[config.mk]
export PLATFORM = sky130hd
export DESIGN_NAME = plc_on_off_pulse_timer
export DESIGN_NICKNAME = d
export VERILOG_FILES = /design/src/hdl/plc_tmr_pkg.sv /design/src/hdl/plc_on_off_pulse_timer.sv
export VERILOG_INCLUDE_DIRS = /design/src /design/src/hdl
export SDC_FILE = /design/constraint.sdc
export NUM_CORES = 1
export LEC_CHECK = 0
export ABC_CLOCK_PERIOD_IN_PS = 11000
export BUFFER_PORTS_ARGS = -buffer_cell sky130_fd_sc_hd__buf_2
export CORE_MARGIN = 5
export CORE_UTILIZATION = 43
export CTS_BUF_LIST = sky130_fd_sc_hd__clkbuf_4
export CTS_CLUSTER_SIZE = 24
export DETAILED_ROUTE_END_ITERATION = 8
export GPL_ROUTABILITY_DRIVEN = 0
export PLACE_DENSITY = 0.63
export SLEW_MARGIN = 20
export SYNTH_ARGS = -nofsm -noshare
export SYNTH_HDL_FRONTEND = slang
export SYNTH_SLANG_ARGS = --single-unit
[constraint.sdc]
create_clock -name clock -period 11 [get_ports clock]
set_clock_uncertainty 0.1 [all_clocks]
set_input_delay 0.55 -clock clock [delete_from_list [all_inputs] [get_ports clock]]
set_output_delay 0.55 -clock clock [all_outputs]
set_load 0.02 [all_outputs]
[src/hdl/plc_on_off_pulse_timer_assert.svh]
// Assertion macros for the on/off/pulse timer.
`ifndef PLC_ON_OFF_PULSE_TIMER_ASSERT_SVH
`define PLC_ON_OFF_PULSE_TIMER_ASSERT_SVH

`ifndef SYNTHESIS

// Check that cond implies prop in the same cycle.
`define PLC_ASSERT_IMP(label, clk, rst, cond, prop, msg) \
   label: assert property (@(posedge clk) disable iff (rst) (cond) |-> (prop)) \
      else $error(msg);

// Check that cond implies prop in the following cycle.
`define PLC_ASSERT_NXT(label, clk, rst, cond, prop, msg) \
   label: assert property (@(posedge clk) disable iff (rst) (cond) |=> (prop)) \
      else $error(msg);

`else

`define PLC_ASSERT_IMP(label, clk, rst, cond, prop, msg)
`define PLC_ASSERT_NXT(label, clk, rst, cond, prop, msg)

`endif

`endif

[src/hdl/plc_tmr_pkg.sv]
// Constants and types shared by the on/off/pulse timer.
`timescale 1ns / 1ps

package plc_tmr_pkg;

   localparam int TIME_WIDTH        = 24;
   localparam int ELAPSED_WIDTH     = TIME_WIDTH + 1;
   localparam int OUT_ELAPSED_WIDTH = 25;
   localparam int DELAY_WIDTH       = 24;
   localparam int FRAMES_WIDTH      = 9;
   localparam int MODE_WIDTH        = 2;
   localparam int CSR_INDEX_WIDTH   = 2;
   localparam int CSR_DATA_WIDTH    = 24;
   localparam int CALC_WIDTH =
      ((ELAPSED_WIDTH > DELAY_WIDTH) ? ELAPSED_WIDTH : DELAY_WIDTH) + 2;

   typedef logic [MODE_WIDTH-1:0]      mode_type;
   typedef logic [CSR_INDEX_WIDTH-1:0] csr_index_type;
   typedef logic [ELAPSED_WIDTH-1:0]   elapsed_type;
   typedef logic [DELAY_WIDTH-1:0]     delay_type;
   typedef logic [FRAMES_WIDTH-1:0]    frames_type;
   typedef logic [CALC_WIDTH-1:0]      calc_type;

   localparam mode_type MODE_ON_DELAY  = 2'd0;
   localparam mode_type MODE_OFF_DELAY = 2'd1;
   localparam mode_type MODE_PULSE     = 2'd2;

   localparam csr_index_type CSR_TIMER_MODE       = 2'd0;
   localparam csr_index_type CSR_DELAY_TICKS      = 2'd1;
   localparam csr_index_type CSR_FRAMES_PER_CYCLE = 2'd2;

   localparam frames_type  FRAMES_RESET = 9'd16;
   localparam elapsed_type ELAPSED_MAX  = '1;

endpackage

[src/hdl/plc_on_off_pulse_timer.sv]
// Top level of the on-delay / off-delay / pulse timer.
`timescale 1ns / 1ps
// The rsp_ word is registered and appears in the cycle after its req_ word is accepted.
// Throughput: one word per cycle while rsp_ready holds; the state update (one add/clamp on the
//   elapsed count) and the result register are both written on acceptance.
// Reset: synchronous, active high; clears the state and the result valid,
//   and sets mode on-delay, delay 0 and 16 frames per cycle.
`include "plc_on_off_pulse_timer_assert.svh"

module plc_on_off_pulse_timer
   import plc_tmr_pkg::*;
(
   input  logic                         clock,
   input  logic                         reset,
   input  logic                         req_valid,
   output logic                         req_ready,
   input  logic                         req_s_in,
   output logic                         rsp_valid,
   input  logic                         rsp_ready,
   output logic                         rsp_q_out,
   output logic [OUT_ELAPSED_WIDTH-1:0] rsp_elapsed_ticks,
   input  logic                         csr_valid,
   output logic                         csr_ready,
   input  logic [CSR_INDEX_WIDTH-1:0]   csr_index,
   input  logic [CSR_DATA_WIDTH-1:0]    csr_data
);

   // configuration registers
   mode_type    timer_mode_ff;
   delay_type   delay_ticks_ff;
   frames_type  frames_ff;

   // timer state
   logic        q_level_ff, q_level_in;
   elapsed_type elapsed_ff, elapsed_in;
   logic        prev_input_ff, prev_input_in;

   // result register
   logic                         rsp_valid_ff, rsp_valid_in;
   logic                         rsp_q_ff;
   logic [OUT_ELAPSED_WIDTH-1:0] rsp_elapsed_ff;

   logic        req_take;
   logic        rise;
   elapsed_type adv_from;
   elapsed_type adv_result;

   // Accept a new word whenever the result slot is free or being drained.
   assign req_ready = !rsp_valid_ff || rsp_ready;
   assign req_take  = req_valid && req_ready;
   assign csr_ready = 1'b1;

   assign rsp_valid         = rsp_valid_ff;
   assign rsp_q_out         = rsp_q_ff;
   assign rsp_elapsed_ticks = rsp_elapsed_ff;

   // True when a count lies beyond the programmed delay.
   function automatic logic past_delay(elapsed_type e, delay_type d);
      return calc_type'(e) > calc_type'(d);
   endfunction

   // Rising edge of the input, only meaningful in pulse mode.
   assign rise = req_s_in && !prev_input_ff;

   // Pulse mode restarts the count on a rising edge before advancing.
   assign adv_from = (timer_mode_ff == MODE_PULSE && rise) ? '0 : elapsed_ff;

   // Advance unit: step towards one past the delay, then creep by one,
   // saturating at the top of the count; with zero frames the count holds.
   always_comb begin
      calc_type sum;
      calc_type lim;
      calc_type nxt;
      sum = calc_type'(adv_from) + calc_type'(frames_ff);
      lim = calc_type'(delay_ticks_ff) + calc_type'(1);
      nxt = (sum < lim) ? sum : lim;
      if (frames_ff == '0) begin
         adv_result = adv_from;
      end else if (past_delay(adv_from, delay_ticks_ff)) begin
         adv_result = (adv_from == ELAPSED_MAX) ? adv_from : adv_from + elapsed_type'(1);
      end else if (nxt > calc_type'(ELAPSED_MAX)) begin
         adv_result = ELAPSED_MAX;
      end else begin
         adv_result = nxt[ELAPSED_WIDTH-1:0];
      end
   end

   // Mode rules: next output level and count for this word.
   always_comb begin
      q_level_in    = q_level_ff;
      elapsed_in    = elapsed_ff;
      prev_input_in = prev_input_ff;
      case (timer_mode_ff)
         MODE_ON_DELAY: begin
            // Count while the input holds and the output is still off.
            elapsed_in = (req_s_in && !q_level_ff) ? adv_result : '0;
            if (past_delay(elapsed_in, delay_ticks_ff) && req_s_in) begin
               q_level_in = 1'b1;
            end else if (!req_s_in) begin
               q_level_in = 1'b0;
            end
         end
         MODE_OFF_DELAY: begin
            if (req_s_in) begin
               q_level_in = 1'b1;
               elapsed_in = '0;
            end else if (past_delay(elapsed_ff, delay_ticks_ff)) begin
               q_level_in = 1'b0;
               elapsed_in = '0;
            end else if (q_level_ff) begin
               elapsed_in = adv_result;
            end
         end
         MODE_PULSE: begin
            prev_input_in = req_s_in;
            if (past_delay(adv_from, delay_ticks_ff)) begin
               q_level_in = 1'b0;
               elapsed_in = '0;
            end else if (q_level_ff || rise) begin
               q_level_in = 1'b1;
               elapsed_in = adv_result;
            end
         end
         default: begin
            // Unused mode: hold everything and report the current state.
         end
      endcase
   end

   // Result valid: set on a new word, drop once the consumer takes it.
   always_comb begin
      rsp_valid_in = rsp_valid_ff;
      if (req_take) begin
         rsp_valid_in = 1'b1;
      end else if (rsp_ready) begin
         rsp_valid_in = 1'b0;
      end
   end

   // Configuration writes; an unknown index is dropped.
   always_ff @(posedge clock) begin
      if (reset) begin
         timer_mode_ff  <= MODE_ON_DELAY;
         delay_ticks_ff <= '0;
         frames_ff      <= FRAMES_RESET;
      end else if (csr_valid) begin
         case (csr_index)
            CSR_TIMER_MODE:       timer_mode_ff  <= csr_data[MODE_WIDTH-1:0];
            CSR_DELAY_TICKS:      delay_ticks_ff <= csr_data[DELAY_WIDTH-1:0];
            CSR_FRAMES_PER_CYCLE: frames_ff      <= csr_data[FRAMES_WIDTH-1:0];
            default: begin
            end
         endcase
      end
   end

   // Timer state and result register advance together on each accepted word.
   always_ff @(posedge clock) begin
      if (reset) begin
         q_level_ff     <= 1'b0;
         elapsed_ff     <= '0;
         prev_input_ff  <= 1'b0;
         rsp_valid_ff   <= 1'b0;
         rsp_q_ff       <= 1'b0;
         rsp_elapsed_ff <= '0;
      end else begin
         rsp_valid_ff <= rsp_valid_in;
         if (req_take) begin
            q_level_ff     <= q_level_in;
            elapsed_ff     <= elapsed_in;
            prev_input_ff  <= prev_input_in;
            rsp_q_ff       <= q_level_in;
            rsp_elapsed_ff <= OUT_ELAPSED_WIDTH'(elapsed_in);
         end
      end
   end

   `PLC_ASSERT_NXT(a_ton_clear, clock, reset, req_take && timer_mode_ff == MODE_ON_DELAY && !req_s_in, !q_level_ff && elapsed_ff == '0, "on-delay: low input must clear output and count")
   `PLC_ASSERT_NXT(a_tof_set, clock, reset, req_take && timer_mode_ff == MODE_OFF_DELAY && req_s_in, q_level_ff && elapsed_ff == '0, "off-delay: high input must set output and clear count")
   `PLC_ASSERT_IMP(a_rsp_state, clock, reset, rsp_valid_ff, rsp_q_ff == q_level_ff && rsp_elapsed_ff == OUT_ELAPSED_WIDTH'(elapsed_ff), "result word disagrees with timer state")
   `PLC_ASSERT_NXT(a_hold_idle, clock, reset, !req_take, $stable(elapsed_ff) && $stable(q_level_ff), "timer state moved without an accepted word")

endmodule

; ---- Word level (Yosys, flattened, before mapping)
; Index checks and enable logic that the tools add are counted.
[word_totals]
out_inout_bits = 29
ff_bits = 63
in_bits = 32
elab_cells = 67
[op_classes]
eq_ne = 9
magnitude_cmp = 5
add_sub_neg = 3
muxes = 22
n_reduce_logical = 21
[op_table]
columns = cell, count
row1 = $mux 25, 11
row2 = $gt 25x24->1, 3
row3 = $pmux 25 s3, 1
row4 = $add 25x9->26, 1
row5 = $gt 26x25->1 const B, 1
row6 = $lt 26x25->1, 1
row7 = $mux 26, 1
row8 = $add 24x1->25 const B, 1
row9 = $add 25x1->25 const B, 1
row10 = $eq 25x25->1 const B, 1
row11 = $logic_not 9->1, 1
row12 = $mux 1, 8
row13 = $reduce_and 2->1, 4
row14 = $ne 3x3->1 const B, 2
row15 = $logic_and 1x1->1, 5
row16 = $reduce_and 5->1, 1
row17 = $eq 2x1->1 const B, 2
row18 = $eq 2x2->1 const B, 2
row19 = $logic_not 2->1, 2
row20 = $ne 4x4->1 const B, 1
row21 = $reduce_and 4->1, 1
row22 = $logic_not 1->1, 3
row23 = $ne 3x1->1 const B, 1
row24 = $pmux 1 s3, 1
row25 = other kinds (3), 4

; ---- Depth between registers and ports, before layout
; Gate-level depths: netlist of run 1.
[logic_depth]
word_depth = 16
ltp_mapped = 41
depth_no_buf = 33

; ---- Worst setup path before layout of run 1
; OpenSTA, ideal clock, no wires.
[synth_timing]
kind = register to register
from = register timer_mode_ff[0]
to = register rsp_q_ff (netlist: rsp_q_out)
synth_period_minus_slack_ps = 7380
setup_ps = 117
slack_ps = 3620
path_stages_with_launch = 39
arrival_ps = 7164
path_buffers = 7
path_cell_list = dfxtp_1 -> inv_1 -> ha_1 -> buf_6 -> nand3b_4 -> buf_4 -> buf_2 -> buf_2 -> clkbuf_1 -> clkbuf_1 -> and2_1 -> ha_1 -> o21ai_0 -> a211oi_1 -> o21a_1 -> a311o_1 -> buf_6 -> nand4b_1 -> (+3 left out) -> a211oi_1 -> o21ai_0 -> a2111oi_0 -> a21oi_1 -> a211oi_4 -> nand2_1 -> mux2i_1 -> a211oi_1 -> nor2_1 -> ha_1 -> a21o_1 -> a21oi_1 -> o21ai_0 -> a21o_1 -> a2111oi_0 -> nor2_1 -> a221o_1 -> a2bb2oi_1
[synth_via]
elab_chain_cells = 15
word_cells_on_any_way = 27
[synth_rtl]
columns = element, line
row1 = start: declaration, plc_on_off_pulse_timer.sv:29  ; mode_type timer_mode_ff;
row2 = start signal: assignment, plc_on_off_pulse_timer.sv:148  ; CSR_TIMER_MODE: timer_mode_ff <= csr_data[MODE_WIDTH-1:0];
row3 = $eq 2x2->1, "plc_on_off_pulse_timer.sv:66, plc_on_off_pulse_timer.sv:93"
row4 = $logic_and 1x1->1, plc_on_off_pulse_timer.sv:66  ; assign adv_from = (timer_mode_ff == MODE_PULSE && rise) ? '0 : elapsed_ff;
row5 = $mux 25, plc_on_off_pulse_timer.sv:66
row6 = $add 25x9->26, plc_on_off_pulse_timer.sv:74  ; sum = calc_type'(adv_from) + calc_type'(frames_ff);
row7 = $lt 26x25->1, plc_on_off_pulse_timer.sv:76  ; nxt = (sum < lim) ? sum : lim;
row8 = $mux 26, plc_on_off_pulse_timer.sv:76
row9 = $gt 26x25->1, plc_on_off_pulse_timer.sv:81  ; end else if (nxt > calc_type'(ELAPSED_MAX)) begin
row10 = $mux 25, plc_on_off_pulse_timer.sv:81
row11 = $mux 25, plc_on_off_pulse_timer.sv:79  ; end else if (past_delay(adv_from, delay_ticks_ff)) begin
row12 = $mux 25, plc_on_off_pulse_timer.sv:77  ; if (frames_ff == '0) begin
row13 = $mux 25, plc_on_off_pulse_timer.sv:96  ; elapsed_in = (req_s_in && !q_level_ff) ? adv_result : '0;
row14 = $gt 25x24->1, plc_on_off_pulse_timer.sv:59  ; return calc_type'(e) > calc_type'(d);
row15 = $logic_and 1x1->1, plc_on_off_pulse_timer.sv:97  ; if (past_delay(elapsed_in, delay_ticks_ff) && req_s_in) begin
row16 = $ne 3x3->1 (no line) or $mux 1 (tied branches), n/a
row17 = $reduce_and 5->1 (no line) or $pmux 1 s3 (tied branches), n/a
row18 = end signal: assignment, plc_on_off_pulse_timer.sv:172  ; rsp_q_ff <= q_level_in;
row19 = end: declaration, plc_on_off_pulse_timer.sv:40  ; logic rsp_q_ff;
; Several ways; a longest one is shown, not always the timed one.
; A chain may end at the register's enable or synchronous reset.

; ---- Worst setup path in the final report of run 1
; Ends and elaborated chain as after synthesis.

==> metrics.cfg, run 1 <==
[global_route]
first_global_vias = 7873
antenna_found_initial = 1
grt_max_degree = 40
grt_pass1_wl_um = 44500
globalRouteTotalUtil = 0.261
grt-ovfl-total = 0

[floorplanning]
initial_core_util = 0.437
ios = 61
core_mm2 = 0.0180
dieHeight_um = 145
dieArea_mm2 = 0.0211
die_w_um = 145
rows = 49

[sta]
hold_viol_final = 0
rsz0062_at_grt = no
maxSlewHeadroom = 0.301
drv_slew = 0
setup_viol = 0
tightest_slew_ns = 1.05
fin_setup_tns_ns = 0
holdWs_ns = 0.205
finalCriticalPeriod_ns = 8.41
timing.fmax_ghz = 0.119
finalCritPeriodShare = 0.765

[placement]
post-place-cells = 1313
dp_hpwl_um = 21800
portBuffers = 59

[worst_setup_path]
worstSetupStartpointType = flip-flop
path_common_cell = ha_1
startpoint = timer_mode_ff[0]
worst_ep_arrival_time_ns = 8.71
crit_slowest_cell = a211oi_4
timing.rr.start = timer_mode_ff[0]
crit_path_end_kind = flip-flop
cpPeakStageDelay_ns = 0.69
cp.required_ns = 11.30
worstPathMaxFanout = 29
crit_type = reg -> reg

[drt]
wl_per_cell_um = 21.6
first_pass_iters = 6
ant_nets = 0
vias = 8520
drt-initial-drc-count = 1264
wirelength_um = 28700
drc_errors = 0
viasPerCell = 6.41

[synthesis]
synth-async-reset-ratio = 0
ys_warn_count = 0
ys_types = 90
synth-seq-cells = 63
synth_edf_count = 0
synth_top_area_frac = 0.160
ys_seq_area_frac = 0.160
synth_area_mm2 = 0.00788
synthFlopType = dfxtp_1
avgSynthCellArea_um2 = 7.30
syn_nets = 1212
synth.area.top_cells = dfxtp_1 (16%), ha_1 (16%), nand2_1 (6.9%), a21oi_1 (6.2%), xnor2_1 (5.0%)
yosysTopAreaCell = dfxtp_1
synthCells = 1080

[clock_network]
cts_tree = yes
post_cts_resized = 0
numCtsBuffers = 9
clock-sinks = 63
holdBufCountCts = 0
cts_buffer_depth = 2
htreeDepth = 3
cts_setup_buffers = 0
clkTransAtPathRegs_ns = 0.15
clock-root-buffer = clkbuf_4
insertion_delay_ns = 0.48

[hold_path]
hold_start = csr_data[4]
min_path_type = in -> reg

[finish]
final_layout_size_suffix_gt1_frac = 0.100
area_delta_synth_final_pct = 6.00
final_util = 0.464
nNetsFinal = 1227
fin_cells = 1330

[power]
ir_drop_mv = 0.223
p_total_w = 0.00288
power_density_mw_per_mm2 = 345
leakagePower_nw = 3.57

[flow_run]
cap_viol_max_count = 0

[run_status]
outcome = completed

## worst max-delay path, delay by kind of cell (launching register included)
family          cells  cell delay [ns]
compound gates     15             4.08
simple gates        8             1.95
fa+ha+maj           4             1.32
flops               1             0.35
mux                 1             0.21
buf+inv             2             0.17
xor+xnor            1             0.15
## sequential cells by signal (all words and copies together), names as in the netlist
signal / count
frames_ff: 9
timer_mode_ff: 2
rsp_elapsed_ticks: 25
rsp_q_out: 1
delay_ticks_ff: 24
prev_input_ff: 1
rsp_valid: 1
## area by class of cell
| cell class | instances | area (um2) |
|---|---|---|
| tap | 229 | 287 |
| clock inverter | 7 | 87.6 |
| multi-input combinational | 895 | 6070 |
| fill | 1884 | 9670 |
| antenna | 1 | 2.50 |
| sequential | 63 | 1260 |
| clock buffer | 9 | 67.6 |
| inverter | 59 | 221 |
| timing repair buffer | 67 | 355 |
## logic make-up (layout without fill, tap and decap cells)
logic type               Yosys count  count (layout)  synth area share
AO/OA/AOI/OAI                    297             297             0.255
XOR/XNOR                          50              50            0.0556
adder cells (fa/ha/maj)          101             101             0.160
buffers and inverters            122             142            0.0695
flip-flops                        63              63             0.160
multiplexers                      23              23            0.0302
other                              1               2          0.000476
AND/OR/NAND/NOR                  423             423             0.270
## cells in the mapped netlist (all sizes together) (15+ instances only)
master	instances
nand2	145
a21oi	100
ha	100
nor2	79
dfxtp	63
inv	59
o21ai	53
nand3	49
xnor2	45
clkbuf	35
buf	28
nor3	25
nand4	23
mux2i	20
a21o	18
a211oi	15
## through the flow
step	setup slack, ns	area, um2
detailed placement	2.75	8200
floorplan	3.62	7880
global route	1.89	8360
finish	2.59	8360
global placement	2.98	8200
CTS	2.73	8350
## placed cells by master, fill, tap and decap left out, types with 12 or more instances in the layout
cell type  count
xnor2_1       45
nor2_1        79
nand4_1       23
a21o_1        18
ha_1         100
nor2b_1       13
dfxtp_1       63
nand2b_1      13
o211ai_1      12
inv_1         59
buf_2         59
a22o_1        12
and3_1        13
nor3_1        25
nand2_1      144
o21ai_0       45
a21oi_1       98
mux2i_1       20
nand3_1       47
a211oi_1      13
## path summary, 6_finish.rpt
path,cells after the start,slack [ns],endpoint
max,31,2.59,rsp_q_out
min,3,0.20,frames_ff[4]
max reg2reg,31,2.59,rsp_q_out
min reg2reg,2,0.37,delay_ticks_ff[9]
## layer usage
metal,GRT usage,up-vias,wire [um]
met1,0.373,3903,12400
met2,0.383,545,11700
li1,-,3975,-
met4,0.101,0,1170
met5,0,-,0
met3,0.0545,97,3480
## power breakdown
part	switching, W	internal [W]	total, W
logic	0.00149	0.000863	0.00235
clock network	0.000105	0.0000901	0.000195
registers	0.0000763	0.000257	0.000333
(Power assumes the default switching activity.)
==> run 2: changes to the inputs <==
--- a/config.mk
+++ b/config.mk
@@ -6,7 +6,8 @@
 export SDC_FILE = /design/constraint.sdc
 export NUM_CORES = 1
 export LEC_CHECK = 0
-export ABC_CLOCK_PERIOD_IN_PS = 11000
+export ABC_AREA = 1
+export ABC_CLOCK_PERIOD_IN_PS = 7750
 export BUFFER_PORTS_ARGS = -buffer_cell sky130_fd_sc_hd__buf_2
 export CORE_MARGIN = 5
 export CORE_UTILIZATION = 43
==> constraint.sdc (replaced) <==
create_clock -name clock -period 7.75 [get_ports clock]
set_clock_uncertainty 0.1 [all_clocks]
set_input_delay 0.3875 -clock clock [delete_from_list [all_inputs] [get_ports clock]]
set_output_delay 0.3875 -clock clock [all_outputs]
set_load 0.02 [all_outputs]
==> run 2 against run 1 <==
  * Clock power grew 44%
  * Combinational power is 11% higher
  * Via count barely moved
  * Synthesized cell count up 16%
  * Hold slack got worse by 0.14 ns
  * Highest routed layer unchanged
  * Wire length decreased by 5.1%
  * Critical path depth increased by 13
  * Power rose by 16%
  * Non-clock buffer count shrank 4
  * Core utilization grew 0.39 points
  * Synthesized area shrank 0.44%
  * Global-route usage decreased by 1.4 points
==> metrics.cfg, run 2 <==
[run_status]
outcome = completed

[synthesis]
synthFlopType = dfxtp_1
synth-async-reset-ratio = 0
avgSynthCellArea_um2 = 6.28
synth_common_cells = nand2_1 (313), inv_1 (149), a21oi_1 (109)
syn_nets = 1381
ys_seq_area_frac = 0.161
ys_warn_count = 0
synth_area_mm2 = 0.00785
ys_types = 53
synth_edf_count = 0
yosysTopAreaCell = dfxtp_1
synth-seq-cells = 63
synth.area.top_cells = dfxtp_1 (16%), ha_1 (16%), nand2_1 (15%), inv_1 (7.1%), a21oi_1 (7.0%)
synthCells = 1249
synth_top_area_frac = 0.161
yosysMostFrequentCell = nand2_1

[sta]
rsz0062_at_grt = no
finalCritPeriodShare = 0.915
hold_viol_final = 0
finalCriticalPeriod_ns = 7.09
tightest_slew_ns = 0.912
timing.fmax_ghz = 0.141
setup_viol = 0
maxSlewHeadroom = 0.391
drv_slew = 0
fin_setup_tns_ns = 0

[hold_path]
hold_end = frames_ff[4]
hold_start = csr_data[4]
min_path_type = in -> reg
whs_path_depth = 3

[power]
leakagePower_nw = 4.01
power_density_mw_per_mm2 = 397
ir_drop_mv = 0.267

[drt]
drt-initial-drc-count = 977
viasPerCell = 5.59
ant_nets = 0
wl_per_cell_um = 17.9
first_pass_iters = 6
drc_errors = 0
wirelength_um = 27200
vias = 8519

[worst_setup_path]
cpPeakStageDelay_ns = 0.37
crit_path_end_kind = flip-flop
worstSetupStartpointType = flip-flop
timing.rr.start = timer_mode_ff[0]
regToRegSetupSlack_ns = 0.66
ff2ff_path_depth = 44
worstPathMaxFanout = 30
path_common_cell = nand2_1
worst_ep_arrival_time_ns = 7.39
cp_top_family = simple AND/OR/NAND/NOR gates
worstPathBufferInverterCount = 4
crit_type = reg -> reg
timing.rr.end = rsp_q_out
cp.required_ns = 8.04
crit_slowest_cell = or3_1

[finish]
layout_common_cells = nand2_1 (313), inv_1 (149), a21oi_1 (109), ha_1 (100), nor2_1 (96)
nNetsFinal = 1420
area_delta_synth_final_pct = 7.00
final_util = 0.467
multi_input_area_mm2 = 0.00571
fill_cells = 1911
largest_reg_flops = 25
final_common_cell = nand2_1
seq_area_mm2 = 0.00126
final_layout_size_suffix_gt1_frac = 0.121

[clock_network]
clock-sinks = 63
numCtsBuffers = 9
cts_setup_buffers = 0
htreeDepth = 3
cts_buffer_depth = 2
insertion_delay_ns = 0.45
clkTransAtPathRegs_ns = 0.14
holdBufCountCts = 0
cts_tree = yes
clock-root-buffer = clkbuf_4

[floorplanning]
initial_core_util = 0.437
dieHeight_um = 145
ios = 61
dieArea_mm2 = 0.0211
core_mm2 = 0.0180
die_w_um = 145
rows = 49

[global_route]
globalRouteTotalUtil = 0.247
antenna_found_initial = 1
gr-usage-met2 = 0.373
grt.met1_usage = 0.362
grt_max_degree = 48
grt-ovfl-total = 0
first_global_vias = 7719
grt_busiest_layer = met2
grt_pass1_wl_um = 42100
met3_usage = 0.0424

[placement]
dp_hpwl_um = 22000
portBuffers = 59

[flow_run]
cap_viol_max_count = 0

run 2: through the flow:
step | hold WS [ns] | setup slack, ns | cell area (um2) | power, W | cells
after floorplan | 0.358 | 1.90 | 7850 | 0.00238 | 1249
after global placement | 0.388 | 0.815 | 8220 | 0.00295 | 1506
after detailed placement | 0.395 | 0.722 | 8220 | 0.00297 | 1506
after CTS | 0.0386 | 0.649 | 8390 | 0.00326 | 1522
after global routing | 0.0615 | 0.0211 | 8400 | 0.00366 | 1523
final | 0.0632 | 0.657 | 8400 | 0.00333 | 1523
run 2: worst max path at each step:
stage | startpoint | to | slack (ns) | depth (start not counted)
after CTS | timer_mode_ff[0] | rsp_q_out | 0.65 | 44
after global placement | timer_mode_ff[0] | rsp_q_out | 0.82 | 44
after floorplan | timer_mode_ff[0] | rsp_q_out | 1.90 | 51
after global routing | timer_mode_ff[0] | rsp_q_out | 0.02 | 43
after detailed placement | timer_mode_ff[0] | rsp_q_out | 0.72 | 44
final | timer_mode_ff[0] | rsp_q_out | 0.66 | 44
run 2: worst reg2reg max path: cells and delay by family, from the launching register on:
kind / cells / cell delay [ns]
AND/OR/NAND/NOR: 29 / 3.25
XOR/XNOR: 1 / 0.26
AO/OA/AOI/OAI: 6 / 0.99
buffers and inverters: 4 / 0.84
adder cells (fa/ha/maj): 4 / 1.22
flip-flops: 1 / 0.35
run 2: cell type report:
cell class / count / area share
flip-flops and latches: 63 / 0.150
multi-input cells: 981 / 0.680
inverters: 170 / 0.0767
repair buffers: 63 / 0.0387
clock inverters: 7 / 0.0122
well taps: 229 / 0.0341
diodes: 1 / 0.000298
clock buffers: 9 / 0.00805
run 2: power by group:
group / leakage [nW] / switching (W) / internal [W] / total, W
Combinational: 3.41 / 0.00174 / 0.000864 / 0.00261
Clock: 0.0871 / 0.000147 / 0.000134 / 0.000281
Sequential: 0.513 / 0.0000815 / 0.000365 / 0.000446
Total: 4.01 / 0.00197 / 0.00136 / 0.00333
run 2: metal layers:
layer	vias up	routed length, um
li1	4203	-
met1	3856	12600
met2	408	11400
met3	52	2500
met4	0	718
met5	-	0
run 2: timing repair:
action / CTS / global route
endpoints found under the setup margin: 0 / 1
resized for setup: 0 / 3
hold endpoints to repair: 0 / 0
run 2: cells by family (layout without fill, tap and decap cells):
kind of cell | after synthesis | after routing | share of synthesized area
xor gates and xnor gates | 45 | 45 | 0.0512
adders and majority gates | 100 | 100 | 0.159
AOI/OAI and AO/OA | 245 | 245 | 0.174
DFF | 63 | 63 | 0.161
and+or+nand+nor | 590 | 590 | 0.342
other | 1 | 2 | 0.000478
buffers and inverters | 205 | 249 | 0.112
